### config.mk
export PLATFORM = sky130hd
export DESIGN_NAME = keypad_scan_key_buffer_top
export DESIGN_NICKNAME = d
export VERILOG_FILES = /design/src/sv/kpsb_pkg.sv /design/src/sv/kpsb_front.sv /design/src/sv/kpsb_queue.sv /design/src/sv/kpsb_back.sv /design/src/sv/keypad_scan_key_buffer_top.sv
export SDC_FILE = /design/constraint.sdc
export NUM_CORES = 1
export LEC_CHECK = 0
export BUFFER_PORTS_ARGS = -buffer_cell sky130_fd_sc_hd__buf_2
export CAP_MARGIN = 30
export CORE_MARGIN = 3
export CORE_UTILIZATION = 44
export CTS_CLUSTER_SIZE = 10
export DETAILED_ROUTE_END_ITERATION = 10
export GPL_TIMING_DRIVEN = 0
export PLACE_DENSITY = 0.65
export SLEW_MARGIN = 20
export SYNTH_ARGS = -nofsm -noshare
export SYNTH_HDL_FRONTEND = slang
export SYNTH_SLANG_ARGS = --single-unit
### constraint.sdc
create_clock -name i_clk -period 2.5 [get_ports i_clk]
set_input_delay 0 -clock i_clk [delete_from_list [all_inputs] [get_ports i_clk]]
set_output_delay 0 -clock i_clk [all_outputs]
set_load 0.05 [all_outputs]
### src/sv/kpsb_pkg.sv
`timescale 1ns / 1ps
// ----------------------------------------------------------------------------
// kpsb_pkg: shared types and constants for the keypad scan key buffer
// Item structs, classified operation codes and the key decode function.
// ----------------------------------------------------------------------------
package kpsb_pkg;

    // Key ring
    localparam int RING_DEPTH = 4;
    localparam int PTR_W      = $clog2(RING_DEPTH);

    // Queue between classifier and executor
    localparam int QDEPTH = 2;
    localparam int QIDX_W = $clog2(QDEPTH);
    localparam int QCNT_W = $clog2(QDEPTH + 1);

    // Input commands
    localparam logic [1:0] CMD_ROW     = 2'd0;
    localparam logic [1:0] CMD_READ    = 2'd1;
    localparam logic [1:0] CMD_RELEASE = 2'd2;

    // Classified operations
    localparam logic [1:0] OP_NOP     = 2'd0;
    localparam logic [1:0] OP_KEY     = 2'd1;
    localparam logic [1:0] OP_READ    = 2'd2;
    localparam logic [1:0] OP_RELEASE = 2'd3;

    // Key codes for the bottom row
    localparam logic [4:0] CODE_STAR = 5'd20;
    localparam logic [4:0] CODE_ZERO = 5'd0;
    localparam logic [4:0] CODE_HASH = 5'd30;

    typedef struct packed {
        logic [1:0] command;
        logic [1:0] row_index;
        logic [2:0] column_lines;
    } t_in_item;

    typedef struct packed {
        logic       key_stored;
        logic       read_valid;
        logic [4:0] read_key;
    } t_out_item;

    typedef struct packed {
        logic [1:0] kind;
        logic [4:0] code;
    } t_op;

    // Row 0..2 give digits row*3+col+1; row 3 gives star, zero, hash.
    function automatic logic [4:0] key_code(input logic [1:0] row, input logic [1:0] col);
        logic [4:0] digit;
        digit = 5'({row, 1'b0}) + 5'(row) + 5'(col) + 5'd1;
        if (row != 2'd3) begin
            return digit;
        end
        case (col)
            2'd0:    return CODE_STAR;
            2'd1:    return CODE_ZERO;
            default: return CODE_HASH;
        endcase
    endfunction

endpackage

### src/sv/kpsb_front.sv
`timescale 1ns / 1ps
// ----------------------------------------------------------------------------
// kpsb_front: command classifier
// Accepts input items, decodes the column lines and registers one operation.
// ----------------------------------------------------------------------------
module kpsb_front
    import kpsb_pkg::*;
(
    input  logic     i_clk,
    input  logic     i_rst_n,
    input  logic     i_in_valid,
    output logic     o_in_stall,
    input  t_in_item i_in_data,
    output logic     o_op_valid,
    output t_op      o_op,
    input  logic     i_q_full
);

    logic       r_fv;
    t_op        r_fop;
    t_op        n_fop;
    logic [1:0] col;
    logic       any_col;
    logic       push;
    logic       take;

    // lowest-numbered active (low) column wins
    always_comb begin
        any_col = 1'b1;
        col     = 2'd0;
        if (!i_in_data.column_lines[0]) begin
            col = 2'd0;
        end else if (!i_in_data.column_lines[1]) begin
            col = 2'd1;
        end else if (!i_in_data.column_lines[2]) begin
            col = 2'd2;
        end else begin
            any_col = 1'b0;
        end
    end

    always_comb begin
        n_fop.code = key_code(i_in_data.row_index, col);
        case (i_in_data.command)
            CMD_ROW:     n_fop.kind = any_col ? OP_KEY : OP_NOP;
            CMD_READ:    n_fop.kind = OP_READ;
            CMD_RELEASE: n_fop.kind = OP_RELEASE;
            default:     n_fop.kind = OP_NOP;
        endcase
    end

    assign push       = r_fv && !i_q_full;
    assign o_in_stall = r_fv && i_q_full;
    assign take       = i_in_valid && !o_in_stall;
    assign o_op_valid = push;
    assign o_op       = r_fop;

    always_ff @(posedge i_clk) begin
        if (!i_rst_n) begin
            r_fv <= 1'b0;
        end else if (take) begin
            r_fv <= 1'b1;
        end else if (push) begin
            r_fv <= 1'b0;
        end
    end

    always_ff @(posedge i_clk) begin
        if (take) begin
            r_fop <= n_fop;
        end
    end

endmodule

### src/sv/kpsb_queue.sv
`timescale 1ns / 1ps
// ----------------------------------------------------------------------------
// kpsb_queue: operation queue
// Short FIFO that decouples the classifier from the executor.
// ----------------------------------------------------------------------------
module kpsb_queue
    import kpsb_pkg::*;
(
    input  logic i_clk,
    input  logic i_rst_n,
    input  logic i_push,
    input  t_op  i_op,
    output logic o_full,
    output logic o_nonempty,
    output t_op  o_head,
    input  logic i_pop
);

    t_op               r_mem [QDEPTH];
    logic [QIDX_W-1:0] r_wr;
    logic [QIDX_W-1:0] r_rd;
    logic [QCNT_W-1:0] r_cnt;

    assign o_full     = (r_cnt == QCNT_W'(QDEPTH));
    assign o_nonempty = (r_cnt != '0);
    assign o_head     = r_mem[r_rd];

    always_ff @(posedge i_clk) begin
        if (!i_rst_n) begin
            r_wr  <= '0;
            r_rd  <= '0;
            r_cnt <= '0;
        end else begin
            if (i_push) begin
                r_wr <= r_wr + 1'b1;
            end
            if (i_pop) begin
                r_rd <= r_rd + 1'b1;
            end
            if (i_push && !i_pop) begin
                r_cnt <= r_cnt + 1'b1;
            end else if (i_pop && !i_push) begin
                r_cnt <= r_cnt - 1'b1;
            end
        end
    end

    always_ff @(posedge i_clk) begin
        if (i_push) begin
            r_mem[r_wr] <= i_op;
        end
    end

endmodule

### src/sv/kpsb_back.sv
`timescale 1ns / 1ps
// ----------------------------------------------------------------------------
// kpsb_back: key ring executor
// Applies queued operations to the key ring and registers one result item.
// ----------------------------------------------------------------------------
module kpsb_back
    import kpsb_pkg::*;
(
    input  logic      i_clk,
    input  logic      i_rst_n,
    input  logic      i_q_nonempty,
    input  t_op       i_op,
    output logic      o_pop,
    output logic      o_out_valid,
    input  logic      i_out_stall,
    output t_out_item o_out_data
);

    logic [4:0]       r_ring [RING_DEPTH];
    logic [RING_DEPTH-1:0] r_full;
    logic [PTR_W-1:0] r_wp;
    logic [PTR_W-1:0] r_rp;
    logic [4:0]       r_last;
    logic             r_known;
    logic             r_out_valid;
    t_out_item        r_out;

    t_out_item        n_out;
    logic             exec;
    logic             do_store;
    logic             do_read;

    // output register is free or being drained this cycle
    assign exec  = i_q_nonempty && (!r_out_valid || !i_out_stall);
    assign o_pop = exec;

    assign do_store = exec && (i_op.kind == OP_KEY) && (!r_known || i_op.code != r_last);
    assign do_read  = exec && (i_op.kind == OP_READ) && r_full[r_rp];

    always_comb begin
        n_out            = '0;
        n_out.key_stored = do_store;
        n_out.read_valid = do_read;
        if (do_read) begin
            n_out.read_key = r_ring[r_rp];
        end
    end

    always_ff @(posedge i_clk) begin
        if (!i_rst_n) begin
            r_full      <= '0;
            r_wp        <= '0;
            r_rp        <= '0;
            r_last      <= '0;
            r_known     <= 1'b0;
            r_out_valid <= 1'b0;
        end else begin
            if (exec) begin
                r_out_valid <= 1'b1;
            end else if (!i_out_stall) begin
                r_out_valid <= 1'b0;
            end
            if (do_store) begin
                r_full[r_wp] <= 1'b1;
                r_wp    <= (r_wp == PTR_W'(RING_DEPTH - 1)) ? '0 : r_wp + 1'b1;
                r_last  <= i_op.code;
                r_known <= 1'b1;
            end
            if (do_read) begin
                r_full[r_rp] <= 1'b0;
                r_rp <= (r_rp == PTR_W'(RING_DEPTH - 1)) ? '0 : r_rp + 1'b1;
            end
            if (exec && i_op.kind == OP_RELEASE) begin
                r_known <= 1'b0;
            end
        end
    end

    // entry payload; an empty entry is never returned, so no clear is needed
    always_ff @(posedge i_clk) begin
        if (do_store) begin
            r_ring[r_wp] <= i_op.code;
        end
        if (exec) begin
            r_out <= n_out;
        end
    end

    assign o_out_valid = r_out_valid;
    assign o_out_data  = r_out;

    // a stored key always becomes the known last key
    a_store_sets_last: assert property (@(posedge i_clk) disable iff (!i_rst_n)
        do_store |=> (r_known && r_last == $past(i_op.code)))
        else $error("stored key not recorded as last key");

    // a successful read empties the entry it came from
    a_read_clears: assert property (@(posedge i_clk) disable iff (!i_rst_n)
        do_read |=> !r_full[$past(r_rp)])
        else $error("read entry still marked full");

    // one result never reports both a store and a read
    a_one_kind: assert property (@(posedge i_clk) disable iff (!i_rst_n)
        r_out_valid |-> !(r_out.key_stored && r_out.read_valid))
        else $error("result reports store and read together");

    // an empty-read or non-read result carries a zero key
    a_zero_key: assert property (@(posedge i_clk) disable iff (!i_rst_n)
        (r_out_valid && !r_out.read_valid) |-> (r_out.read_key == 5'd0))
        else $error("nonzero key on result without a read");

endmodule

### src/sv/keypad_scan_key_buffer_top.sv
`timescale 1ns / 1ps
// ----------------------------------------------------------------------------
// keypad_scan_key_buffer_top: 4x3 keypad scanner with a key ring buffer
// Decodes row samples to key codes, buffers new keys, serves reads.
// ----------------------------------------------------------------------------
// Path: an item passes the classifier register, the queue and the result
//   register before its result is valid, and longer while the output is
//   stalled.
// Throughput: one item per clock unless the output stalls; the executor's
//   single result register and the two-entry operation queue set that figure.
// Reset: synchronous, active low; clears ring marks, pointers, last key and
//   all valid flags. Ready for items in the first cycle after reset.
// ----------------------------------------------------------------------------
module keypad_scan_key_buffer_top
    import kpsb_pkg::*;
(
    input  logic      i_clk,
    input  logic      i_rst_n,
    // input item channel
    input  logic      i_in_valid,
    output logic      o_in_stall,
    input  t_in_item  i_in_data,
    // result item channel
    output logic      o_out_valid,
    input  logic      i_out_stall,
    output t_out_item o_out_data
);

    // classifier -> queue
    logic q_push;
    t_op  q_in_op;
    logic q_full;
    // queue -> executor
    logic q_nonempty;
    t_op  q_head;
    logic q_pop;

    // Front: decode command and column lines into one operation per item.
    kpsb_front u_front (
        .i_clk      (i_clk),
        .i_rst_n    (i_rst_n),
        .i_in_valid (i_in_valid),
        .o_in_stall (o_in_stall),
        .i_in_data  (i_in_data),
        .o_op_valid (q_push),
        .o_op       (q_in_op),
        .i_q_full   (q_full)
    );

    // Queue: lets the front keep taking items while the back waits on output.
    kpsb_queue u_queue (
        .i_clk      (i_clk),
        .i_rst_n    (i_rst_n),
        .i_push     (q_push),
        .i_op       (q_in_op),
        .o_full     (q_full),
        .o_nonempty (q_nonempty),
        .o_head     (q_head),
        .i_pop      (q_pop)
    );

    // Back: owns the ring state, executes one operation per cycle while its
    // output register is free or draining, and holds the result there until taken.
    kpsb_back u_back (
        .i_clk        (i_clk),
        .i_rst_n      (i_rst_n),
        .i_q_nonempty (q_nonempty),
        .i_op         (q_head),
        .o_pop        (q_pop),
        .o_out_valid  (o_out_valid),
        .i_out_stall  (i_out_stall),
        .o_out_data   (o_out_data)
    );

endmodule

==> qor.csv, run 1 <==
stage,metric,value,unit
floorplanning,Core Area,6570,um^2
synth,number of enable flip-flop cells after synthesis,48,
status,status,finished clean,
layout,# diodes,0,
sta,Final Hold Viols,0,
synth,post-synth top area share,46.8,%
sta,skew final,6.06,ps
placed_design,GPL Wtd Cong,0.746,
setup_path,Critical Path Start Type,flop,
setup_path,Worst Path Buf+Inv,4,
synth,Async SR Flop Fraction,0,%
synth,Yosys cell types,40,
detailed_routing,routed via count,1763,
grt,GRT Total Usage,15.1,%
layout,layout cell share with drive strength beyond 1,20.3,%
floorplanning,die height,89.6,um
detailed_routing,vias per cell,4.84,
synth,Cells after Synth,232,
placed_design,placement-stage cell area,3290,um^2
layout,Layout Area Growth over Synthesis,15.1,%
setup_path,slowest cell delay on critical path,330,ps
layout,fillcell total,562,
power_and_ir_drop,power density cells,925,nW/um^2
sta,Max Freq,0.452,GHz
grt,largest net degree at the start of global routing,13,
sta,RSZ-0062 raised after global routing,no,
grt,initial antenna violation count,0,
clock_tree,Max Root-Sink Buffers,2,
floorplanning,Initial Utilization,46.9,%
setup_path,CP cell instances,"buf_6, mux2i_1, inv_1, xnor2_1, nand4_1, buf_6, o211ai_1, inv_1",
clock_tree,TritonCTS clock tree,done,
run,max_cap viols,0,
synth,synthesized cell area,3080,um^2
grt,global-route wire length before repair,8800,um
floorplanning,Die Width,89.6,um
power_and_ir_drop,Pleak,0.00140,uW
detailed_routing,wire per inst,14.0,um
setup_path,reg2reg path depth,8,
detailed_routing,initial DRC count,65,
sta,setup violators final,0,
clock_tree,CTS buffer count,9,
synth,top post-synthesis cells by area,"edfxtp_1 (47%), dfxtp_1 (14%), ha_1 (6.1%), mux4_2 (4.4%), inv_1 (3.3%)",
sta,share of the cycle needed by the critical path after routing,88.5,%
synth,synth warn,0,
detailed_routing,Routed WL,5110,um
setup_path,crit path capture type,flop,
setup_path,CP top delay family,buffers and inverters,
detailed_routing,First-pass DRT Iterations,4,
synth,synthesized flop and latch total,69,
synth,synthesized area per cell,13.3,um^2
layout,fin nets,293,
setup_path,worst path required time,2570,ps
synth,Yosys top cell by area,edfxtp_1,
setup_path,critical setup path kind,reg -> reg,
setup_path,"slowest stage cell, crit path",dfxtp_1,
clock_tree,clk_lat worst skew,340,ps
detailed_routing,final antenna-violating net count,0,
sta,Slew headroom,57.2,%
detailed_routing,DRC Markers,0,
clock_tree,clock-pin slew on the worst setup and hold paths,70,ps
synth,post-synthesis sequential area ratio,60.5,%
clock_tree,clock sink count,69,
placed_design,IO Port Bufs,19,
setup_path,Levels on crit path,8,
floorplanning,Die ar.,8040,um^2
synth,synth cell count leaders,"edfxtp_1 (48), inv_1 (27), dfxtp_1 (21)",
floorplanning,FP Rows,29,
power_and_ir_drop,Max VDD drop,0.275,mV
min_path,WHS Path Cells,3,
synth,"Top FF cell, synth",edfxtp_1,
floorplanning,I/O pin count,20,
sta,Worst-Margin Slew,640,ps
min_path,Hold WC Path Type,in -> reg,
layout,Finished Cell Area,3540,um^2
clock_tree,clock root buffer,clkbuf_8,
setup_path,worst-path fanout max,10,
placed_design,hpwl dp,3620,um
sta,"Slew Viols, Final",0,
synth,Syn Nets,259,
sta,Setup TNS Final,0,ps
grt,vias in the first global route,1797,
setup_path,worst path arrival time,2280,ps
sta,min cycle time layout,2210,ps
synth,cell with the most instances after synthesis,edfxtp_1,
clock_tree,H-tree levels,3,
grt,global route overflow,0,
[layer usage]
metal	track usage (%)	up-vias	wire length, um
met5	0	-	0
met4	8.53	0	144
met3	4.11	11	136
met2	22.5	21	2370
met1	19.8	844	2450
li1	-	887	-
[cells in the final DEF, fill, tap and decap left out, drive strengths merged, types with 7 or more instances in the layout]
cell and instances:
nor2b 7, dfxtp 21, xor2 7, o211ai 7, clkbuf 10, a21oi 8
ha 15, edfxtp 48, nand2 12, buf 25, inv 29, nor2 20
[final timing paths]
check	start	to	slack [ps]
max	flop	u_back.r_ring[0][0]	290
max reg2reg	flop	u_back.r_ring[0][0]	290
min	i_in_data[6]	u_front.o_op[5]	40
min reg2reg	u_front.o_op[0]	u_queue.r_mem[1][0]	450
[registers in the layout (all words and copies together), names as in the netlist, named ones only]
register / flops
u_back.r_last: 5
u_front.r_fv: 1
u_front.o_op: 7
u_queue.r_mem: 14
u_queue.r_cnt: 2
u_back.r_ring: 20
u_back.r_rp: 2
u_back.o_out_valid: 1
u_back.r_known: 1
u_back.o_out_data: 7
u_back.r_wp: 2
u_queue.r_rd: 1
u_back.r_full: 4
u_queue.r_wr: 1
[final cells by class]
type,instances,area [um^2],area share [%]
well taps,93,116,3.28
repair buffers,23,135,3.81
clock buffers,9,124,3.50
flip-flops and latches,69,1860,52.5
multi-input cells,127,1050,29.8
plain buffers,7,52.6,1.48
clock inverters,7,90.1,2.54
inverters,29,109,3.07
[timing repair]
item                                   4_1_cts  5_1_grt
hold buffers                                 4        0
resized for setup                            0        0
setup buffers                                0        0
endpoints found under the hold margin        6        0
[worst register-to-register path, cell delays in order, from the launching register on]
cell and delay (ps):
dfxtp_1 330, buf_6 160, mux2i_1 310, inv_1 170
xnor2_1 160, nand4_1 170, buf_6 190, o211ai_1 260
inv_1 200
[cell families after synthesis]
logic type	Yosys count	synth area share, %
flops	69	60.5
simple gates	52	8.94
buf+inv	36	5.24
xor+xnor	12	3.41
compound gates	34	8.33
mux	13	6.83
fa+ha+maj	16	6.75
[metrics by stage]
stage               total power [uW]  instances  util (%)  setup slack, ps  hold slack [ps]
finish                          3280        364      54.0              288             41.9
global route                    3460        364      54.0             24.4             75.2
CTS                             3300        364      54.0              246             34.9
detailed placement              2330        344      50.1              283              244
global placement                2310        344      50.1              304              221
floorplan                       2150        232         -              671              121
[report_power, final]
group          internal, uW  switching, uW  total (uW)
Combinational           262            526         788
Sequential             1430           81.5        1520
Clock                   556            418         974
Total                  2250           1030        3280
(Power assumes the default switching activity.)
==> run 2, diff against run 1 <==
--- a/config.mk
+++ b/config.mk
@@ -16,4 +16,5 @@
 export SLEW_MARGIN = 20
 export SYNTH_ARGS = -nofsm -noshare
 export SYNTH_HDL_FRONTEND = slang
+export SYNTH_HIERARCHICAL = 1
 export SYNTH_SLANG_ARGS = --single-unit
==> run 2 against run 1 <==
Effect of this change: clock skew grew 2.5 ps; critical path depth fell by 1; sequential cell count is the same; die area grew 0.87%; sequential share of layout area down 0.80 points; total power up 0.33%; sequential power fell by 3%; clock-buffer cell count unchanged; non-clock buffer count increased by 1; setup slack lost 96 ps; utilization increased by 0.54 points.
==> qor.csv, run 2 <==
stage,metric,value,unit
detailed_routing,First-pass DRT Iterations,4,
sta,Setup TNS Final,0,ps
clock_tree,H-tree levels,3,
sta,Slew headroom,52.0,%
power_and_ir_drop,sw frac,28.9,%
setup_path,R2R setup slack,190,ps
layout,fin nets,279,
layout,Biggest register,u_back/r_ring,
detailed_routing,initial DRC count,69,
synth,Yosys top cell by area,edfxtp_1,
placed_design,IO Port Bufs,19,
setup_path,worst path arrival time,2330,ps
layout,layout cell share with drive strength beyond 1,25.8,%
floorplanning,Die Width,90.0,um
setup_path,worst-path fanout max,10,
detailed_routing,DRC Markers,0,
synth,Cells after Synth,217,
synth,top post-synthesis cells by area,"edfxtp_1 (46%), dfxtp_1 (14%), ha_1 (6.0%), mux4_1 (4.2%), mux2_2 (2.9%)",
synth,synth warn,6,
layout,# diodes,0,
floorplanning,die height,90.0,um
detailed_routing,vias per cell,4.95,
synth,post-synth top area share,46.4,%
sta,Worst-Margin Slew,714,ps
min_path,Hold WC Path Type,in -> reg,
grt,GRT Total Usage,12.5,%
power_and_ir_drop,Pleak,0.00136,uW
power_and_ir_drop,switching power,949,uW
floorplanning,Initial Utilization,47.0,%
power_and_ir_drop,Clock power frac,32.3,%
power_and_ir_drop,Seq pwr share,45.0,%
power_and_ir_drop,power share of the combinational group,22.7,%
clock_tree,Max Root-Sink Buffers,2,
status,status,finished clean,
synth,cell with the most instances after synthesis,edfxtp_1,
layout,max FFs per register,20,
detailed_routing,final antenna-violating net count,0,
setup_path,critical setup path kind,reg -> reg,
power_and_ir_drop,Max VDD drop,0.371,mV
sta,skew final,8.55,ps
setup_path,reg2reg path depth,7,
layout,"most common cell after layout, fill and taps aside",edfxtp_1,
setup_path,worst path required time,2520,ps
power_and_ir_drop,Int Power,2340,uW
sta,Max Freq,0.433,GHz
clock_tree,clock-pin slew on the worst setup and hold paths,70,ps
sta,min cycle time layout,2310,ps
synth,"Top FF cell, synth",edfxtp_1,
sta,setup violators final,0,
layout,most frequent cells in the layout,"edfxtp_1 (48), dfxtp_1 (21), buf_2 (20)",
grt,global route overflow,0,
layout,Regs by FF count,"u_back/r_ring x20, u_queue/r_mem x14",
clock_tree,clock sink count,69,
power_and_ir_drop,power density cells,914,nW/um^2
grt,initial antenna violation count,0,
grt,global-route wire length before repair,7980,um
floorplanning,I/O pin count,20,
clock_tree,TritonCTS clock tree,done,
placed_design,GPL Wtd Cong,0.815,
clock_tree,clk_lat worst skew,330,ps
synth,synth cell count leaders,"edfxtp_1 (48), dfxtp_1 (21), inv_1 (18)",
floorplanning,Core Area,6600,um^2
placed_design,hpwl dp,3240,um
setup_path,Critical Path Start Type,flop,
sta,"Slew Viols, Final",0,
sta,RSZ-0062 raised after global routing,no,
run,max_cap viols,0,
synth,synthesized cell area,3110,um^2
detailed_routing,routed via count,1727,
layout,fillcell total,576,
synth,post-synthesis sequential area ratio,59.9,%
sta,Final Hold Viols,0,
min_path,Worst Hold Launch,i_in_data[1],
grt,largest net degree at the start of global routing,13,
power_and_ir_drop,total power,3290,uW
synth,Yosys cell types,45,
synth,synthesized area per cell,14.3,um^2
floorplanning,Die ar.,8110,um^2
grt,vias in the first global route,1709,
min_path,Hold EP,u_front/o_op[1],
detailed_routing,wire per inst,13.1,um
min_path,WHS Path Cells,3,
setup_path,crit path capture type,flop,
detailed_routing,Routed WL,4570,um
floorplanning,FP Rows,29,
synth,Syn Nets,245,
synth,Async SR Flop Fraction,0,%
layout,Layout Area Growth over Synthesis,15.8,%
synth,number of enable flip-flop cells after synthesis,48,
synth,synthesized flop and latch total,69,
sta,share of the cycle needed by the critical path after routing,92.3,%
clock_tree,clock root buffer,clkbuf_8,
setup_path,r2r endpoint,u_back/r_ring[1][3],
clock_tree,CTS buffer count,9,
## run 2: cell count changes after synthesis, sizes merged, moves of 6 or more
cell	previous run	this run
inv	29	19
mux2	1	9
nor2	20	7
nand2	12	6
mux2i	6	0
and2	0	14
## run 2: metrics by stage
| step | hold slack, ps | utilization, % | cells | cell area (um^2) | worst slack, ps |
|---|---|---|---|---|---|
| floorplan | 118 | - | 217 | 3110 | 476 |
| global placement | 224 | 50.2 | 329 | 3320 | 123 |
| detailed placement | 227 | 50.2 | 329 | 3320 | 134 |
| CTS | 80.2 | 54.5 | 349 | 3600 | 108 |
| global route | 97.6 | 54.5 | 349 | 3600 | 38.8 |
| finish | 85.7 | 54.5 | 349 | 3600 | 192 |
## run 2: worst max-delay path by stage
stage	start	end	slack (ps)
finish	flop	u_back/r_ring[1][3]	190
global placement	flop	u_back/r_ring[0][2]	120
floorplan	flop	u_back/r_ring[0][0]	480
CTS	flop	u_back/r_ring[1][3]	110
global route	flop	u_back/r_ring[2][0]	40
detailed placement	flop	u_back/r_ring[1][2]	130
## run 2: power groups by stage
| stage | Clock, uW | Sequential [uW] | Combinational [uW] |
|---|---|---|---|
| after detailed placement | 0 | 1510 | 742 |
| after CTS | 1090 | 1480 | 754 |
| after global placement | 0 | 1500 | 729 |
| after floorplan | 0 | 1680 | 405 |
| after global routing | 1140 | 1500 | 820 |
| final | 1060 | 1480 | 746 |
## run 2: routing by layer
layer  wire length [um]  track usage (%)
met2               2350             21.6
met4                 61             4.21
met3                241             4.76
met5                  0                0
met1               1920             14.1
## run 2: layout make-up
class	count	area [um^2]	share of cell area, %
Inverter	19	71.3	1.98
Clock buffer	9	124	3.44
Sequential cell	69	1860	51.7
Clock inverter	7	114	3.16
Tap cell	93	116	3.23
Buffer	8	48.8	1.36
Timing Repair Buffer	23	135	3.76
Multi-Input combinational cell	121	1130	31.3
## run 2: kinds of logic after synthesis
| kind of cell | synth area share [%] |
|---|---|
| AO/OA/AOI/OAI | 8.90 |
| adder cells (fa/ha/maj) | 7.33 |
| XOR/XNOR | 2.26 |
| flip-flops | 59.9 |
| multiplexers | 8.34 |
| AND/OR/NAND/NOR | 9.46 |
| buffers and inverters | 3.79 |
## run 2: timing repair
action	4_1_cts	5_1_grt
setup buffers	0	0
resized for setup	0	4
endpoints found under the hold margin	7	0
setup endpoints to repair	0	15
hold buffers	4	0
## run 2: worst max-delay path, cell delays in order, from the launching register on
cell	delay, ps
dfxtp_1	300
buf_2	190
mux2_2	410
xnor2_1	140
nand2_1	80
clkbuf_1	360
o21a_1	240
and2_1	270
==> run 3, diff against run 2 <==
--- a/config.mk
+++ b/config.mk
@@ -13,6 +13,8 @@
 export DETAILED_ROUTE_END_ITERATION = 10
 export GPL_TIMING_DRIVEN = 0
 export PLACE_DENSITY = 0.65
+export RECOVER_POWER = 25
+export REMOVE_ABC_BUFFERS = 1
 export SLEW_MARGIN = 20
 export SYNTH_ARGS = -nofsm -noshare
 export SYNTH_HDL_FRONTEND = slang
==> run 3 against run 2 <==
Effect of this change: via count down 1.7%; clock-buffer cell count unchanged; sequential share of layout area up 1.6 points; worst hold slack worse by 60 ps; design area down 3.0%; wire length down 1.2%; critical path depth down 3; first-iteration DRC count down 10%; critical path type unchanged; critical endpoint is now u_back/r_ring[1][2]; largest power group unchanged.
==> qor.csv, run 3 (synthesis results as in run 2) <==
stage,metric,value,unit
status,status,finished clean,
grt,initial antenna violation count,0,
placed_design,Placed Instances,322,
layout,Layout Area Growth over Synthesis,12.4,%
clock_tree,Max Root-Sink Buffers,2,
detailed_routing,vias per cell,4.98,
floorplanning,FP Rows,29,
detailed_routing,DRC Markers,0,
floorplanning,Core Area,6600,um^2
grt,vias in the first global route,1729,
setup_path,worst path arrival time,2260,ps
sta,skew final,11.0,ps
sta,share of the cycle needed by the critical path after routing,89.2,%
layout,most frequent cells in the layout,"edfxtp_1 (48), dfxtp_1 (21), inv_1 (18)",
setup_path,r2r endpoint,u_back/r_ring[1][2],
power_and_ir_drop,Pleak,0.00128,uW
min_path,Worst Hold Launch,i_rst_n,
setup_path,"slowest stage cell, crit path",dfxtp_1,
clock_tree,CTS buffer count,9,
detailed_routing,First-pass DRT Iterations,4,
floorplanning,Die ar.,8110,um^2
power_and_ir_drop,total power,3100,uW
setup_path,worst path required time,2530,ps
detailed_routing,Routed WL,4520,um
sta,Setup TNS Final,0,ps
sta,Slew headroom,53.1,%
sta,Max Freq,0.449,GHz
power_and_ir_drop,power density cells,889,nW/um^2
layout,max FFs per register,20,
clock_tree,TritonCTS clock tree,done,
sta,Worst Hold Slack,25.2,ps
sta,"Slew Viols, Final",0,
sta,min cycle time layout,2230,ps
sta,Final Hold Viols,0,
placed_design,IO Port Bufs,19,
power_and_ir_drop,Max VDD drop,0.361,mV
detailed_routing,wire per inst,13.2,um
setup_path,slowest cell delay on critical path,490,ps
placed_design,GPL Wtd Cong,0.745,
setup_path,crit path capture type,flop,
sta,Worst-Margin Slew,703,ps
clock_tree,clk_lat worst skew,340,ps
clock_tree,clock root buffer,clkbuf_8,
layout,Finished Layout Cells,341,
detailed_routing,initial DRC count,62,
sta,setup violators final,0,
grt,largest net degree at the start of global routing,15,
layout,Biggest register,u_back/r_ring,
placed_design,hpwl dp,3250,um
run,max_cap viols,0,
floorplanning,Initial Utilization,47.0,%
floorplanning,Die Width,90.0,um
setup_path,R2R setup slack,270,ps
setup_path,reg2reg path depth,4,
grt,GRT Total Usage,12.5,%
setup_path,Critical Path Start Type,flop,
layout,fillcell total,561,
layout,fin nets,271,
floorplanning,I/O pin count,20,
layout,Regs by FF count,"u_back/r_ring x20, u_queue/r_mem x14",
floorplanning,die height,90.0,um
detailed_routing,routed via count,1698,
grt,global-route wire length before repair,7860,um
min_path,WHS Path Cells,2,
grt,global route overflow,0,
layout,# diodes,0,
layout,"most common cell after layout, fill and taps aside",edfxtp_1,
sta,RSZ-0062 raised after global routing,no,
detailed_routing,final antenna-violating net count,0,
clock_tree,clock sink count,69,
clock_tree,H-tree levels,3,
setup_path,critical setup path kind,reg -> reg,
min_path,Hold EP,u_front/r_fv,
setup_path,CP cell instances,"mux2_2, nor3_1, o21a_1, and2_1",
setup_path,worst-path fanout max,7,
layout,layout cell share with drive strength beyond 1,21.0,%
min_path,Hold WC Path Type,in -> reg,
clock_tree,clock-pin slew on the worst setup and hold paths,70,ps
## run 3: cell types whose count changed in the layout (fill, tap and decap cells not counted), sizes merged
cell         change
inv              +2
clkbuf           +6
bufinv           -2
clkinv           +1
clkinvlp         -1
buf             -12
dlygate4sd3      -2
## run 3: how the worst max path moves through the flow
stage	from	to	slack, ps
5_1_grt	flop	u_back/r_ring[1][2]	180
4_1_cts	flop	u_back/r_ring[3][0]	-3
3_3_place_gp	flop	u_back/r_ring[3][4]	-210
6_report	flop	u_back/r_ring[1][2]	270
3_5_place_dp	flop	u_back/r_last[1]	-110
2_1_floorplan	flop	u_back/r_ring[0][0]	270
## run 3: power by group
group	switching [uW]	leakage (uW)	total, uW	internal, uW
Combinational	473	0.000560	712	239
Sequential	72.8	0.000620	1490	1420
Clock	431	0.000102	897	466
Total	977	0.00128	3100	2130
## run 3: what timing repair did
action	4_1_cts	5_1_grt
hold endpoints to repair	2	0
hold buffers	2	0
endpoints found under the setup margin	5	25
pin swaps	1	1
resized for setup	1	0
buffers inserted	0	1
## run 3: worst max-delay path: cells and delay by family (launching register included)
| kind | cells | cell delay [ps] |
|---|---|---|
| compound gates | 1 | 260 |
| flops | 1 | 490 |
| mux | 1 | 420 |
| simple gates | 2 | 740 |
## run 3: cell type report
class	instances	area (um^2)	area share (%)
Clock buffer	9	124	3.55
Clock inverter	7	73.8	2.11
Inverter	19	71.3	2.04
Multi-Input combinational cell	121	1130	32.3
Sequential cell	69	1860	53.3
Tap cell	93	116	3.33
Timing Repair Buffer	23	116	3.33
## run 3: per-stage QoR
stage / util, % / instance area [um^2] / setup slack (ps)
3_3_place_gp: 49.5 / 3270 / -206
3_5_place_dp: 49.7 / 3280 / -113
4_1_cts: 53.0 / 3500 / -2.70
6_report: 52.9 / 3490 / 271
5_1_grt: 52.9 / 3490 / 179
2_1_floorplan: - / 3060 / 273
## run 3: metal layers
| metal | up-vias | GRT usage, % | wire, um |
|---|---|---|---|
| met5 | - | 0 | 0 |
| met4 | 0 | 7.40 | 96 |
| met3 | 9 | 4.01 | 184 |
| met2 | 26 | 21.3 | 2290 |
| met1 | 811 | 13.4 | 1950 |
| li1 | 852 | - | - |
